$ cat src/rtl/sfq_pkg.sv
package sfq_pkg;

  // Operation codes of an input item
  localparam logic [1:0] OP_PUSH   = 2'd0;
  localparam logic [1:0] OP_SEARCH = 2'd1;
  localparam logic [1:0] OP_REMOVE = 2'd2;
  localparam logic [1:0] OP_UNUSED = 2'd3;

  // Status codes of a result item
  localparam logic [2:0] ST_PUSHED    = 3'd0;
  localparam logic [2:0] ST_FOUND     = 3'd1;
  localparam logic [2:0] ST_NOT_FOUND = 3'd2;
  localparam logic [2:0] ST_EMPTY     = 3'd3;
  localparam logic [2:0] ST_FULL      = 3'd4;

  typedef struct packed {
    logic [1:0]         operation;
    logic signed [31:0] value;
  } sfq_cmd_t;

  typedef struct packed {
    logic [2:0] status;
    logic [3:0] match_position;
    logic [4:0] entry_count;
  } sfq_result_t;

  // Per-cycle commands broadcast to every cell of the chain
  typedef struct packed {
    logic push;    // write the value into the cell at the tail
    logic remove;  // cells at or after the hit index take their neighbor's entry
    logic load;    // capture the compare result of every cell
  } sfq_ctrl_t;

endpackage

$ cat src/rtl/sfq_cell.sv
module sfq_cell
  import sfq_pkg::*;
#(
  parameter int IW    = 4,
  parameter int CW    = 5,
  parameter int INDEX = 0
) (
  input  logic               clk_i,
  input  sfq_ctrl_t          ctrl_i,
  input  logic [CW-1:0]      count_i,
  input  logic [IW-1:0]      hit_idx_i,
  input  logic signed [31:0] value_i,
  input  logic signed [31:0] next_i,
  output logic signed [31:0] data_o,
  output logic               hit_o
);

  logic signed [31:0] data_q;
  logic               hit_q;
  logic               occupied;

  // A cell holds a live entry when its place lies below the entry count
  assign occupied = CW'(INDEX) < count_i;

  // Write at the tail, or advance the neighbor's entry to close a gap
  always_ff @(posedge clk_i) begin
    if (ctrl_i.push && (count_i == CW'(INDEX))) begin
      data_q <= value_i;
    end else if (ctrl_i.remove && (IW'(INDEX) >= hit_idx_i)) begin
      data_q <= next_i;
    end
  end

  // Hold the compare result for the priority tree
  always_ff @(posedge clk_i) begin
    if (ctrl_i.load) begin
      hit_q <= occupied && (data_q == value_i);
    end
  end

  assign data_o = data_q;
  assign hit_o  = hit_q;

endmodule

$ cat src/rtl/sfq_find.sv
module sfq_find
  import sfq_pkg::*;
#(
  parameter int DEPTH = 16,
  parameter int IW    = 4
) (
  input  logic             clk_i,
  input  logic [DEPTH-1:0] hit_i,
  output logic             any_o,
  output logic [IW-1:0]    idx_o
);

  localparam int P = 1 << IW;

  logic [P-1:0]  leaf;
  logic          node_any_q [1:P-1];
  logic [IW-1:0] node_idx_q [1:P-1];

  // Pad the hit vector to a power of two
  always_comb begin
    leaf = '0;
    leaf[DEPTH-1:0] = hit_i;
  end

  // Registered tree: each node keeps the lowest hit of its two children
  always_ff @(posedge clk_i) begin
    for (int k = 1; k < P; k++) begin
      if (2 * k >= P) begin
        node_any_q[k] <= leaf[2*k-P] | leaf[2*k+1-P];
        node_idx_q[k] <= leaf[2*k-P] ? IW'(2*k-P) : IW'(2*k+1-P);
      end else begin
        node_any_q[k] <= node_any_q[2*k] | node_any_q[2*k+1];
        node_idx_q[k] <= node_any_q[2*k] ? node_idx_q[2*k] : node_idx_q[2*k+1];
      end
    end
  end

  assign any_o = node_any_q[1];
  assign idx_o = node_idx_q[1];

endmodule

$ cat src/rtl/searchable_fifo_queue.sv
// Ordered queue of up to DEPTH signed 32-bit values with push, search and
// remove. An item is taken when start is high and busy is low; its result
// appears on result_o for exactly one cycle with done_o high and must be
// taken then, since the block cannot be held off. A push, a search or remove
// on an empty queue, and an unknown operation give their result in the cycle
// after the item is taken, and a new item may follow at once. A search or a
// remove on a queue with entries works in steps: every cell compares its
// entry in the cycle the item is taken, then a registered priority tree of
// log2(DEPTH) levels picks the first match from the head; busy stays high
// meanwhile. On a remove the matched cell and the cells after it take their
// neighbor's entry in the finishing cycle. match_position and entry_count
// carry the low 4 and 5 bits of the position and the count.
module searchable_fifo_queue
  import sfq_pkg::*;
#(
  parameter int DEPTH = 16
) (
  input  logic        clk_i,
  input  logic        rst_ni,
  input  logic        start,
  output logic        busy,
  input  sfq_cmd_t    cmd_i,
  output sfq_result_t result_o,
  output logic        done_o
);

  localparam int IW     = (DEPTH > 1) ? $clog2(DEPTH) : 1;
  localparam int CW     = $clog2(DEPTH + 1);
  localparam int LEVELS = IW;
  localparam int NW     = $clog2(LEVELS + 1);

  typedef enum logic {
    S_IDLE,
    S_FIND
  } state_e;

  state_e             state_q, state_d;
  logic [CW-1:0]      count_q, count_d;
  logic [1:0]         op_q, op_d;
  logic [NW-1:0]      wait_q, wait_d;
  logic               done_q, done_d;
  sfq_result_t        result_q, result_d;

  sfq_ctrl_t          ctrl;
  logic               accept;
  logic               finish;
  logic               root_any;
  logic [IW-1:0]      root_idx;
  logic [DEPTH-1:0]   hits;
  logic signed [31:0] cell_data [DEPTH];

  assign accept = start && (state_q == S_IDLE);
  assign finish = (state_q == S_FIND) && (wait_q == NW'(LEVELS));

  // Drive the cell chain
  always_comb begin
    ctrl.push   = accept && (cmd_i.operation == OP_PUSH) && (count_q != CW'(DEPTH));
    ctrl.load   = accept;
    ctrl.remove = finish && (op_q == OP_REMOVE) && root_any;
  end

  // Chain of cells, each handing its entry toward the head on a remove
  for (genvar i = 0; i < DEPTH; i++) begin : g_cell
    logic signed [31:0] nxt;
    if (i == DEPTH - 1) begin : g_last
      assign nxt = cell_data[i];
    end else begin : g_mid
      assign nxt = cell_data[i+1];
    end

    sfq_cell #(
      .IW    (IW),
      .CW    (CW),
      .INDEX (i)
    ) u_cell (
      .clk_i     (clk_i),
      .ctrl_i    (ctrl),
      .count_i   (count_q),
      .hit_idx_i (root_idx),
      .value_i   (cmd_i.value),
      .next_i    (nxt),
      .data_o    (cell_data[i]),
      .hit_o     (hits[i])
    );
  end

  sfq_find #(
    .DEPTH (DEPTH),
    .IW    (IW)
  ) u_find (
    .clk_i (clk_i),
    .hit_i (hits),
    .any_o (root_any),
    .idx_o (root_idx)
  );

  // Next state, count and result
  always_comb begin
    state_d  = state_q;
    count_d  = count_q;
    op_d     = op_q;
    wait_d   = wait_q;
    done_d   = 1'b0;
    result_d = result_q;
    if (accept) begin
      op_d   = cmd_i.operation;
      wait_d = '0;
      result_d.match_position = '0;
      unique case (cmd_i.operation)
        OP_PUSH: begin
          done_d = 1'b1;
          if (count_q == CW'(DEPTH)) begin
            result_d.status = ST_FULL;
          end else begin
            count_d         = count_q + CW'(1);
            result_d.status = ST_PUSHED;
          end
        end
        OP_SEARCH, OP_REMOVE: begin
          if (count_q == '0) begin
            done_d          = 1'b1;
            result_d.status = ST_EMPTY;
          end else begin
            state_d = S_FIND;
          end
        end
        default: begin
          done_d          = 1'b1;
          result_d.status = ST_NOT_FOUND;
        end
      endcase
      result_d.entry_count = 5'(count_d);
    end else if (finish) begin
      state_d = S_IDLE;
      done_d  = 1'b1;
      if (root_any) begin
        result_d.status         = ST_FOUND;
        result_d.match_position = 4'(root_idx);
        if (op_q == OP_REMOVE) begin
          count_d = count_q - CW'(1);
        end
      end else begin
        result_d.status         = ST_NOT_FOUND;
        result_d.match_position = '0;
      end
      result_d.entry_count = 5'(count_d);
    end else if (state_q == S_FIND) begin
      wait_d = wait_q + NW'(1);
    end
  end

  // Hold state and registered outputs
  always_ff @(posedge clk_i or negedge rst_ni) begin
    if (!rst_ni) begin
      state_q  <= S_IDLE;
      count_q  <= '0;
      op_q     <= OP_PUSH;
      wait_q   <= '0;
      done_q   <= 1'b0;
      result_q <= '0;
    end else begin
      state_q  <= state_d;
      count_q  <= count_d;
      op_q     <= op_d;
      wait_q   <= wait_d;
      done_q   <= done_d;
      result_q <= result_d;
    end
  end

  assign busy     = (state_q != S_IDLE);
  assign done_o   = done_q;
  assign result_o = result_q;

endmodule

$ cat config.mk
export PLATFORM = sky130hd
export DESIGN_NAME = searchable_fifo_queue
export DESIGN_NICKNAME = d
export VERILOG_FILES = /design/src/rtl/sfq_pkg.sv /design/src/rtl/sfq_cell.sv /design/src/rtl/sfq_find.sv /design/src/rtl/searchable_fifo_queue.sv
export SDC_FILE = /design/constraint.sdc
export NUM_CORES = 1
export LEC_CHECK = 0
export BUFFER_PORTS_ARGS = -buffer_cell sky130_fd_sc_hd__buf_2
export CAP_MARGIN = 20
export CELL_PAD_IN_SITES_DETAIL_PLACEMENT = 0
export CELL_PAD_IN_SITES_GLOBAL_PLACEMENT = 1
export CORE_UTILIZATION = 60
export CTS_BUF_LIST = sky130_fd_sc_hd__clkbuf_8
export DETAILED_ROUTE_END_ITERATION = 7
export PLACE_DENSITY = 0.85
export SETUP_SLACK_MARGIN = 0.4
export SYNTH_ARGS = -nofsm -noshare
export SYNTH_HDL_FRONTEND = slang
export SYNTH_SLANG_ARGS = --single-unit
$ cat constraint.sdc
create_clock -name clk_i -period 7.85 [get_ports clk_i]
set_clock_uncertainty 0.05 [all_clocks]
set_input_delay 1.57 -clock clk_i [delete_from_list [all_inputs] [get_ports clk_i]]
set_output_delay 1.57 -clock clk_i [all_outputs]
set_load 0.05 [all_outputs]
-- Word-level counts from Yosys, hierarchy flattened
Memory sizes are Yosys's and may differ from the RTL's.
Cells that the tools add are included.
- reduce and logical (&&, ||, !) cells: 76
- add/subtract/negate cells: 3
- equality and inequality tests: 41
- multiplexer cells: 68
- magnitude comparators: 31
- bitwise gates (word level): 16
- operators with widths (cell ; count):
    2-to-1 mux 32 bit ; 30
    == test 32 bit ; 16
    logical AND 1 bit ; 53
    == test 5 x 4 -> 1 bit (second input constant) ; 8
    less-than comparator 4 x 5 -> 1 bit (first input constant) ; 8
    nonzero test 2 bit ; 17
    2-to-1 mux 5 bit ; 6
    greater-or-equal comparator 4 bit (first input constant) ; 7
    2-to-1 mux 4 bit ; 7
    2-to-1 mux 12 bit ; 2
    == test 5 x 3 -> 1 bit (second input constant) ; 4
    less-than comparator 3 x 5 -> 1 bit (first input constant) ; 4
    greater-or-equal comparator 3 x 4 -> 1 bit (first input constant) ; 4
    2-to-1 mux 1 bit ; 16
    2-to-1 mux 3 bit ; 5
    OR 1 bit ; 15
    == test 5 x 2 -> 1 bit (second input constant) ; 2
    less-than comparator 1 x 5 -> 1 bit (first input constant) ; 2
    less-than comparator 2 x 5 -> 1 bit (first input constant) ; 2
    greater-or-equal comparator 1 x 4 -> 1 bit (first input constant) ; 2
    greater-or-equal comparator 2 x 4 -> 1 bit (first input constant) ; 2
    2-to-1 mux 6 bit ; 1
    case mux 3 bit (2 select lines) ; 1
    adder 5 x 1 -> 5 bit (second input constant) ; 1
    other kinds (17) ; 20
- logic and storage cells: 277
- memory bits (writable): 75
- bits of input ports: 37
- memories: 2
- output and inout bits: 14
- flip-flop bits (word level): 552
- memories (name ; words ; bits a word ; read ports ; clocked after Yosys merged registers in ; write ports ; line ; source):
    u_find.node_idx_q ; 15 ; 4 ; 15 ; 0 ; 15 ; sfq_find.sv:17 ; logic [IW-1:0] node_idx_q [1:P-1];
    u_find.node_any_q ; 15 ; 1 ; 15 ; 0 ; 15 ; sfq_find.sv:16 ; logic node_any_q [1:P-1];

-- Longest topological paths before layout
Gate-level depths: netlist of the first run.
- depth after elaboration: 7
- depth in mapped cells: 8
- gate-level depth less buffers: 6

-- Hierarchy
A second synthesis of the first run with hierarchy kept.
- cell total of the unflattened synthesis: 2083
- area total of the unflattened synthesis: 32125.8 um^2
- by module, submodules not included (module ; sequential area each (um^2) ; cells an instance ; area each (um^2) ; times used):
    sfq_cell at g_cell[9].u_cell ; 991.0 ; 117 ; 1918.1 ; 1
    sfq_cell at g_cell[1].u_cell ; 991.0 ; 117 ; 1915.6 ; 1
    sfq_cell at g_cell[3].u_cell ; 991.0 ; 117 ; 1911.8 ; 1
    sfq_cell at g_cell[10].u_cell ; 991.0 ; 119 ; 1905.6 ; 1
    sfq_cell at g_cell[12].u_cell ; 991.0 ; 119 ; 1904.3 ; 1
    sfq_cell at g_cell[6].u_cell ; 991.0 ; 119 ; 1901.8 ; 1
    sfq_cell at g_cell[14].u_cell ; 991.0 ; 117 ; 1900.6 ; 1
    sfq_cell at g_cell[4].u_cell ; 991.0 ; 119 ; 1899.3 ; 1
    sfq_cell at g_cell[13].u_cell ; 991.0 ; 118 ; 1898.1 ; 1
    sfq_cell at g_cell[0].u_cell ; 991.0 ; 117 ; 1889.3 ; 1
    sfq_cell at g_cell[11].u_cell ; 991.0 ; 118 ; 1883.1 ; 1
    sfq_cell at g_cell[5].u_cell ; 991.0 ; 118 ; 1799.2 ; 1
    sfq_cell at g_cell[2].u_cell ; 991.0 ; 116 ; 1798.0 ; 1
    sfq_cell at g_cell[15].u_cell ; 991.0 ; 116 ; 1785.5 ; 1
    +4 rows ; n/a ; n/a ; n/a ; n/a

-- Least setup slack after synthesis of the first run
Ideal clock, no wire load.
- kind: register to register
- from: register state_q, in the netlist busy
- to: register g_cell[14].u_cell.data_q[0], enable pin
- data required time: 7.267 ns
- cell stages (with the launch flop): 5
- clock period less this slack: 5.609 ns
- library setup time: 0.533 ns
- data arrival time: 5.026 ns
- slack: 2.241 ns
- cells stage by stage: dfrtp_1 buf_4 nand3_1 clkbuf_1 o311ai_0
- cells in the longest elaborated chain, start to end: 6
- elaborated cells between the ends (all ways): 10
- classes of those cells: 1 x bitwise; 9 x reduce/logical
- ends and longest elaborated chain (item ; line ; source):
    start: declaration ; searchable_fifo_queue.sv:37 ; state_e state_q, state_d;
    start signal: assignment ; searchable_fifo_queue.sv:162 ; state_q <= state_d;
    NOT 1 bit ; searchable_fifo_queue.sv:52 ; assign accept = start && (state_q == S_IDLE);
    logical AND 1 bit ; searchable_fifo_queue.sv:52 ;
    logical AND 1 bit (2 in series) ; searchable_fifo_queue.sv:57 ; ctrl.push = accept && (cmd_i.operation == OP_PUSH) && (count_q != CW'(DEPTH));
    logical AND 1 bit ; sfq_cell.sv:27 ; if (ctrl_i.push && (count_i == CW'(INDEX))) begin
    nonzero test 2 bit (no source line) * ; n/a ;
    end signal: assignment ; sfq_cell.sv:28 ; data_q <= value_i;
    end signal: assignment ; sfq_cell.sv:30 ; data_q <= next_i;
    end: declaration ; sfq_cell.sv:18 ; logic signed [31:0] data_q;
Every way passes the cells marked *; elsewhere a longest branch is shown, timed or not.
A chain may end at the register's enable or synchronous reset.

-- Worst setup path after layout of the first run
- from: input cmd_i[32] in the netlist's numbering
- to: register g_cell[3].u_cell.data_q[28], enable pin
- cells in the longest elaborated chain, start to end: 5
- ends and longest elaborated chain (item ; line ; source):
    start: declaration ; searchable_fifo_queue.sv:22 ; input sfq_cmd_t cmd_i,
    logical NOT 2 bit ; searchable_fifo_queue.sv:57 ;
    logical AND 1 bit (2 in series) ; searchable_fifo_queue.sv:57 ;
    logical AND 1 bit ; sfq_cell.sv:27 ;
    nonzero test 2 bit (no source line) ; n/a ;
    end signal: assignment ; sfq_cell.sv:28 ;
    end signal: assignment ; sfq_cell.sv:30 ;
    end: declaration ; sfq_cell.sv:18 ;
Every way passes these cells.

==> impl_metrics.toml, run 1 <==
[clock_tree]
postCtsSetupRepairBufs = 0
clock_latency_ps = 690
cts_sinks = 588
cts_resized = 0
cts_buffer_depth = 3
h-tree-depth = 3
cts_buffers = 96
cts_tree = "yes"
clk_pin_slew_ps = 60
root_buffer = "clkbuf_8"
hold_buffers = 0

[die]
die_y_um = 227
die_area_um2 = 51400
rows = 81
dieWidth_um = 227
coreArea_um2 = 49400
start_util_pct = 61.4
io_pins = 51

[setup_path]
critPathMaxFanout = 33
crit_slowest_cell = "nand2_1"
worstPathRequired_ps = 8180
max_stage_delay_ps = 890
arrival_ps = 5020
path_class = "in -> reg"
worstSetupEndpointType = "register"
startpoint = "cmd_i[32]"
start_kind = "primary input"
r2r-start = "count_q[4]$_DFFE_PN0P_"
crit_chain = "buf_2, inv_1, ha_1, nand4bb_1, nor3_4, nand3_2, nand2_1, buf_8"

[detailed_routing]
firstDrtPassIters = 5
drt_iter0_drc = 1541
vias = 17600
wl_per_cell_um = 25.9
ant_nets = 0
wl_um = 75300
post-route-drc-count = 0
viasPerCell = 6.05

[timing]
fin_crit_sh_pct = 59.7
setup-tns-final_ps = 0
hold_viol_final = 0
max_freq_mhz = 213
tightest_slew_ps = 1050
fin_hold_ws_ps = 356
period_needed_ps = 4690
grt_setup_unrepaired = "no"
setup_viol = 0
slew_headroom_pct = 29.7
slew_viol_final = 0

[cells_and_area]
syn2layout_area_growth_pct = 8.14
fillers = 3614
drive_gt1_share_pct = 33.7
fin_nets = 2210
multiInputGateArea_um2 = 12200
post-route-cell-area_um2 = 32800
postLayoutCoreUtil_pct = 66.4
antennaDiodeCount = 0
seq_area_um2 = 17200

[place]
gp_congestion = 0.843
dp_hpwl_um = 50400
port_buffers = 50
place_area_um2 = 31000

[yosys]
synth_edf_count = 528
synth-seq-cells = 588
ys_types = 55
ys_seq_area_share_pct = 56.6
synth_flop_cell = "edfxtp_1"
async_reset_ff_share_pct = 3.23
synthesis.nets = 2192
ys_warn_count = 0
postSynthAreaPerCell_um2 = 14.1
synth_area_um2 = 30300
syn_inst = 2146

[global_routing]
grt_pass1_vias = 18000
grtUsageTotal_pct = 29.9
grt_max_degree = 34
antenna_found_initial = 1
grt_pass1_wl_um = 112000
grt-ovfl-total = 0

[min_path]
hold_path.startpoint = "g_cell[10].u_cell.hit_o$_DFFE_PP_"
hp-class = "reg -> reg"

[power_and_ir_drop]
peakVddDrop_v = 0.000162
power_density_nw_per_um2 = 224
leakagePower_nw = 11.6

[job]
maxCapViolations = 0

[run_status]
status = "complete, no violations"
==> metal layers <==
layer  GRT usage, %  part of all wire, %
met5              0                    0
met4           10.5                  3.2
met3           4.90                  6.4
met2           50.0                   49
met1           39.4                   41
==> synthesized netlist by cell type (3+ instances only) <==
library cell,instances,area (um2)
buf_4,10,75.1
a21o_1,3,22.5
buf_1,9,33.8
dfrtp_1,19,475
or2_2,17,106
nor2_1,13,48.8
nand4_1,34,213
nand2b_1,4,25.0
a2111oi_0,5,43.8
mux2_2,489,5510
ha_1,9,113
nand2_1,26,97.6
buf_2,70,350
o21ai_0,23,115
and2_1,3,18.8
inv_1,30,113
o2111ai_1,3,26.3
xor2_1,454,3980
nor4_1,111,694
or3_1,7,43.8
buf_6,9,101
o31ai_1,3,22.5
clkbuf_1,87,327
nand2_2,6,37.5
xnor2_1,58,508
a21oi_1,3,15.0
edfxtp_1,528,15900
nand3_1,23,115
nor3_1,17,85.1
dfxtp_1,41,821
==> cells by family after synthesis <==
family / synth area share [%]
AOI/OAI and AO/OA: 1.25
DFF: 56.6
and+or+nand+nor: 5.35
muxes: 18.3
adders and majority gates: 0.372
xor gates and xnor gates: 14.8
buffers and inverters: 3.30
==> final cells by class <==
type	instances	share of cell area, %
sequential	588	52.4
multi-input combinational	1343	37.2
clock buffer	100	4.20
tap	664	2.54
timing repair buffer	105	2.19
clock inverter	75	1.13
inverter	30	0.344
==> through the flow <==
step	power, W	setup slack [ps]	cells
finish	0.00732	3160	2905
global route	0.00757	2910	2905
CTS	0.00734	3200	2904
detailed placement	0.00490	2500	2729
global placement	0.00487	2380	2726
floorplan	0.00455	2240	2146
==> where the power goes <==
group	internal [W]	switching [W]	total (W)
registers	0.00365	0.000207	0.00385
clock network	0.00124	0.00123	0.00248
logic	0.000346	0.000651	0.000997
total	0.00524	0.00209	0.00732
==> placed cells by master (no fill, tap or decap), drive strengths merged, types with 23 or more instances in the layout <==
| master | Yosys | layout |
|---|---|---|
| nand2 | 32 | 32 |
| buf | 98 | 105 |
| nand4 | 34 | 34 |
| edfxtp | 528 | 528 |
| mux2 | 491 | 491 |
| clkinv | 0 | 35 |
| dfxtp | 41 | 41 |
| nor4 | 112 | 112 |
| inv | 30 | 64 |
| nand3 | 24 | 24 |
| xnor2 | 58 | 58 |
| xor2 | 454 | 454 |
| clkbuf | 87 | 100 |
| o21ai | 23 | 23 |
==> final timing paths <==
check / slack [ps] / cells past startpoint / endpoint
min in group asynchronous: 770 / 1 / result_o[8]$_DFFE_PN0P_
max in group asynchronous: 6670 / 1 / wait_q[2]$_DFFE_PN0P_
worst min register to register: 360 / 1 / u_find.node_idx_q[0][52]$_DFF_P_
worst max register to register: 3690 / 5 / g_cell[3].u_cell.data_o[28]$_DFFE_PP_
worst min-delay path: 360 / 1 / u_find.node_idx_q[0][52]$_DFF_P_
worst max-delay path: 3160 / 8 / g_cell[3].u_cell.data_o[28]$_DFFE_PP_
==> critical path: cells and delay by family <==
kind / cells / cell delay (ps)
adder cells (fa/ha/maj): 1 / 260
buffers and inverters: 3 / 430
AND/OR/NAND/NOR: 4 / 2730
==> state kept, by name (all words and copies together) (netlist names) <==
register / flops
busy: 1
count_q: 5
done_o: 1
g_cell.u_cell.data_o: 512
g_cell.u_cell.hit_o: 16
op_q: 2
result_o: 7
u_find.node_any_q: 15
u_find.node_idx_q: 26
wait_q: 3
No activity file was read; power rests on OpenSTA's default activity.
==> run 2: changes to the inputs <==
--- a/config.mk
+++ b/config.mk
@@ -9,10 +9,10 @@
 export CAP_MARGIN = 20
 export CELL_PAD_IN_SITES_DETAIL_PLACEMENT = 0
 export CELL_PAD_IN_SITES_GLOBAL_PLACEMENT = 1
-export CORE_UTILIZATION = 60
+export CORE_UTILIZATION = 55
 export CTS_BUF_LIST = sky130_fd_sc_hd__clkbuf_8
 export DETAILED_ROUTE_END_ITERATION = 7
-export PLACE_DENSITY = 0.85
+export PLACE_DENSITY = 0.79
 export SETUP_SLACK_MARGIN = 0.4
 export SYNTH_ARGS = -nofsm -noshare
 export SYNTH_HDL_FRONTEND = slang
==> constraint.sdc (replaced) <==
create_clock -name clk_i -period 4.6 [get_ports clk_i]
set_clock_uncertainty 0.05 [all_clocks]
set_input_delay 0.92 -clock clk_i [delete_from_list [all_inputs] [get_ports clk_i]]
set_output_delay 0.92 -clock clk_i [all_outputs]
set_load 0.05 [all_outputs]
==> impl_metrics.toml, run 2 (synthesized netlist as in run 1, its figures left out) <==
[clock_tree]
cts_buffers = 95
cts_resized = 0
h-tree-depth = 3
root_buffer = "clkbuf_8"
cts_sinks = 588
postCtsSetupRepairBufs = 0
clk_pin_slew_ps = 60
clock_latency_ps = 700
hold_buffers = 0
cts_buffer_depth = 3
cts_tree = "yes"

[detailed_routing]
ant_nets = 0
post-route-drc-count = 0
wl_um = 79700
drt_iter0_drc = 1588
wl_per_cell_um = 26.9
viasPerCell = 5.96
vias = 17600
firstDrtPassIters = 8

[setup_path]
start_kind = "register"
arrival_ps = 3590
critPathMaxFanout = 32
worstPathRequired_ps = 4890
worstSetupEndpointType = "register"
path_class = "reg -> reg"

[global_routing]
grt_pass1_wl_um = 118000
grt_pass1_vias = 18100
grt-ovfl-total = 0
grt_max_degree = 34
antenna_found_initial = 2
grtUsageTotal_pct = 28.6

[power_and_ir_drop]
power_frac_comb_pct = 14.3
p_switching_w = 0.00361
pwr-share-seq_pct = 51.3
power_density_nw_per_um2 = 385
peakVddDrop_v = 0.000241
swShare_pct = 28.4
leakagePower_nw = 11.8
p_int_w = 0.00911
p_clk_share_pct = 34.4

[die]
die_area_um2 = 56000
dieWidth_um = 237
start_util_pct = 55.9
die_y_um = 237
coreArea_um2 = 54100
io_pins = 51
rows = 85

[job]
maxCapViolations = 0

[timing]
period_needed_ps = 3300
hold_viol_final = 0
grt_setup_unrepaired = "no"
fin_crit_sh_pct = 71.8
setup-tns-final_ps = 0
max_freq_mhz = 303
slew_headroom_pct = 16.9
setup_viol = 0
slew_viol_final = 0
tightest_slew_ps = 1220
fin_hold_ws_ps = 122

[cells_and_area]
largest_reg_flops = 512
drive_gt1_share_pct = 34.4
final_cell_mix = "edfxtp_1, mux2_2, xor2_1"
post-route-cell-area_um2 = 33100
final_common_cell = "edfxtp_1"
syn2layout_area_growth_pct = 9.21
fin_nets = 2231

[run_status]
status = "complete, no violations"

[place]
port_buffers = 50
dp_hpwl_um = 55800
gp_congestion = 0.851
place_area_um2 = 31200

[min_path]
hp-class = "in -> async"
==> run 2: cell count changes in the layout (fill, tap and decap cells not counted), moves of 2 or more <==
cell | before | now
buf_4 | 51 | 71
clkbuf_8 | 100 | 113
clkinv_2 | 16 | 5
clkinv_1 | 19 | 13
buf_12 | 0 | 5
inv_1 | 64 | 69
clkinvlp_4 | 4 | 1
buf_16 | 2 | 0
buf_8 | 2 | 0
diode_2 | 0 | 2
inv_6 | 0 | 2
==> run 2: final timing paths <==
check | slack [ps] | endpoint | cells past startpoint | start
worst max-delay path | 1300 | g_cell[0].u_cell.data_o[21]$_DFFE_PP_ | 7 | wait_q[0]$_DFFE_PN0P_
max in group asynchronous | 4050 | op_q[1]$_DFFE_PN0P_ | 1 | rst_ni
worst min register to register | 350 | u_find.node_idx_q[0][17]$_DFF_P_ | 1 | u_find.node_any_q[0][8]$_DFF_P_
min in group clk_i | 350 | u_find.node_idx_q[0][17]$_DFF_P_ | 1 | u_find.node_any_q[0][8]$_DFF_P_
worst min-delay path | 120 | result_o[8]$_DFFE_PN0P_ | 1 | rst_ni
worst max register to register | 1300 | g_cell[0].u_cell.data_o[21]$_DFFE_PP_ | 7 | wait_q[0]$_DFFE_PN0P_
==> run 2: worst max-delay path: stages, from the launching register on <==
cell     delay (ps)
dfrtp_1         380
inv_1           110
ha_1            200
nand3_1         490
or3_1           690
or2_2           410
o31ai_4         190
buf_4           420
==> run 2: area by class of cell <==
class / instances / area [um2]
clock buffer: 113 / 1560
inverter: 30 / 113
timing repair buffer: 127 / 887
clock inverter: 61 / 275
multi-input combinational: 1343 / 12200
fill: 4204 / 21100
sequential: 588 / 17200
tap: 696 / 871
antenna: 2 / 5.00
==> run 2: through the flow <==
step           total power, W  setup slack, ps  utilization [%]  instances
2_1_floorplan         0.00777              348                -       2146
3_3_place_gp          0.00840              563             57.7       2782
3_5_place_dp          0.00843              891             57.7       2783
4_1_cts                0.0128             1240             61.1       2957
5_1_grt                0.0131             1090             61.1       2960
6_report               0.0127             1300             61.1       2960
==> run 2: power by group through the flow <==
stage                     sequential, W  combinational (W)  clock, W
after floorplan                 0.00664            0.00113         0
after global placement          0.00663            0.00177         0
after detailed placement        0.00664            0.00179         0
after CTS                       0.00653            0.00181   0.00443
after global routing            0.00656            0.00193   0.00465
final                           0.00653            0.00182   0.00437
==> run 2: layer usage <==
layer / routed length, um / track usage (%) / vias up
li1: - / - / 7925
met1: 34100 / 38.6 / 8982
met2: 39100 / 48.1 / 601
met3: 4630 / 4.28 / 126
met4: 1810 / 8.19 / 2
met5: 13 / 0 / -
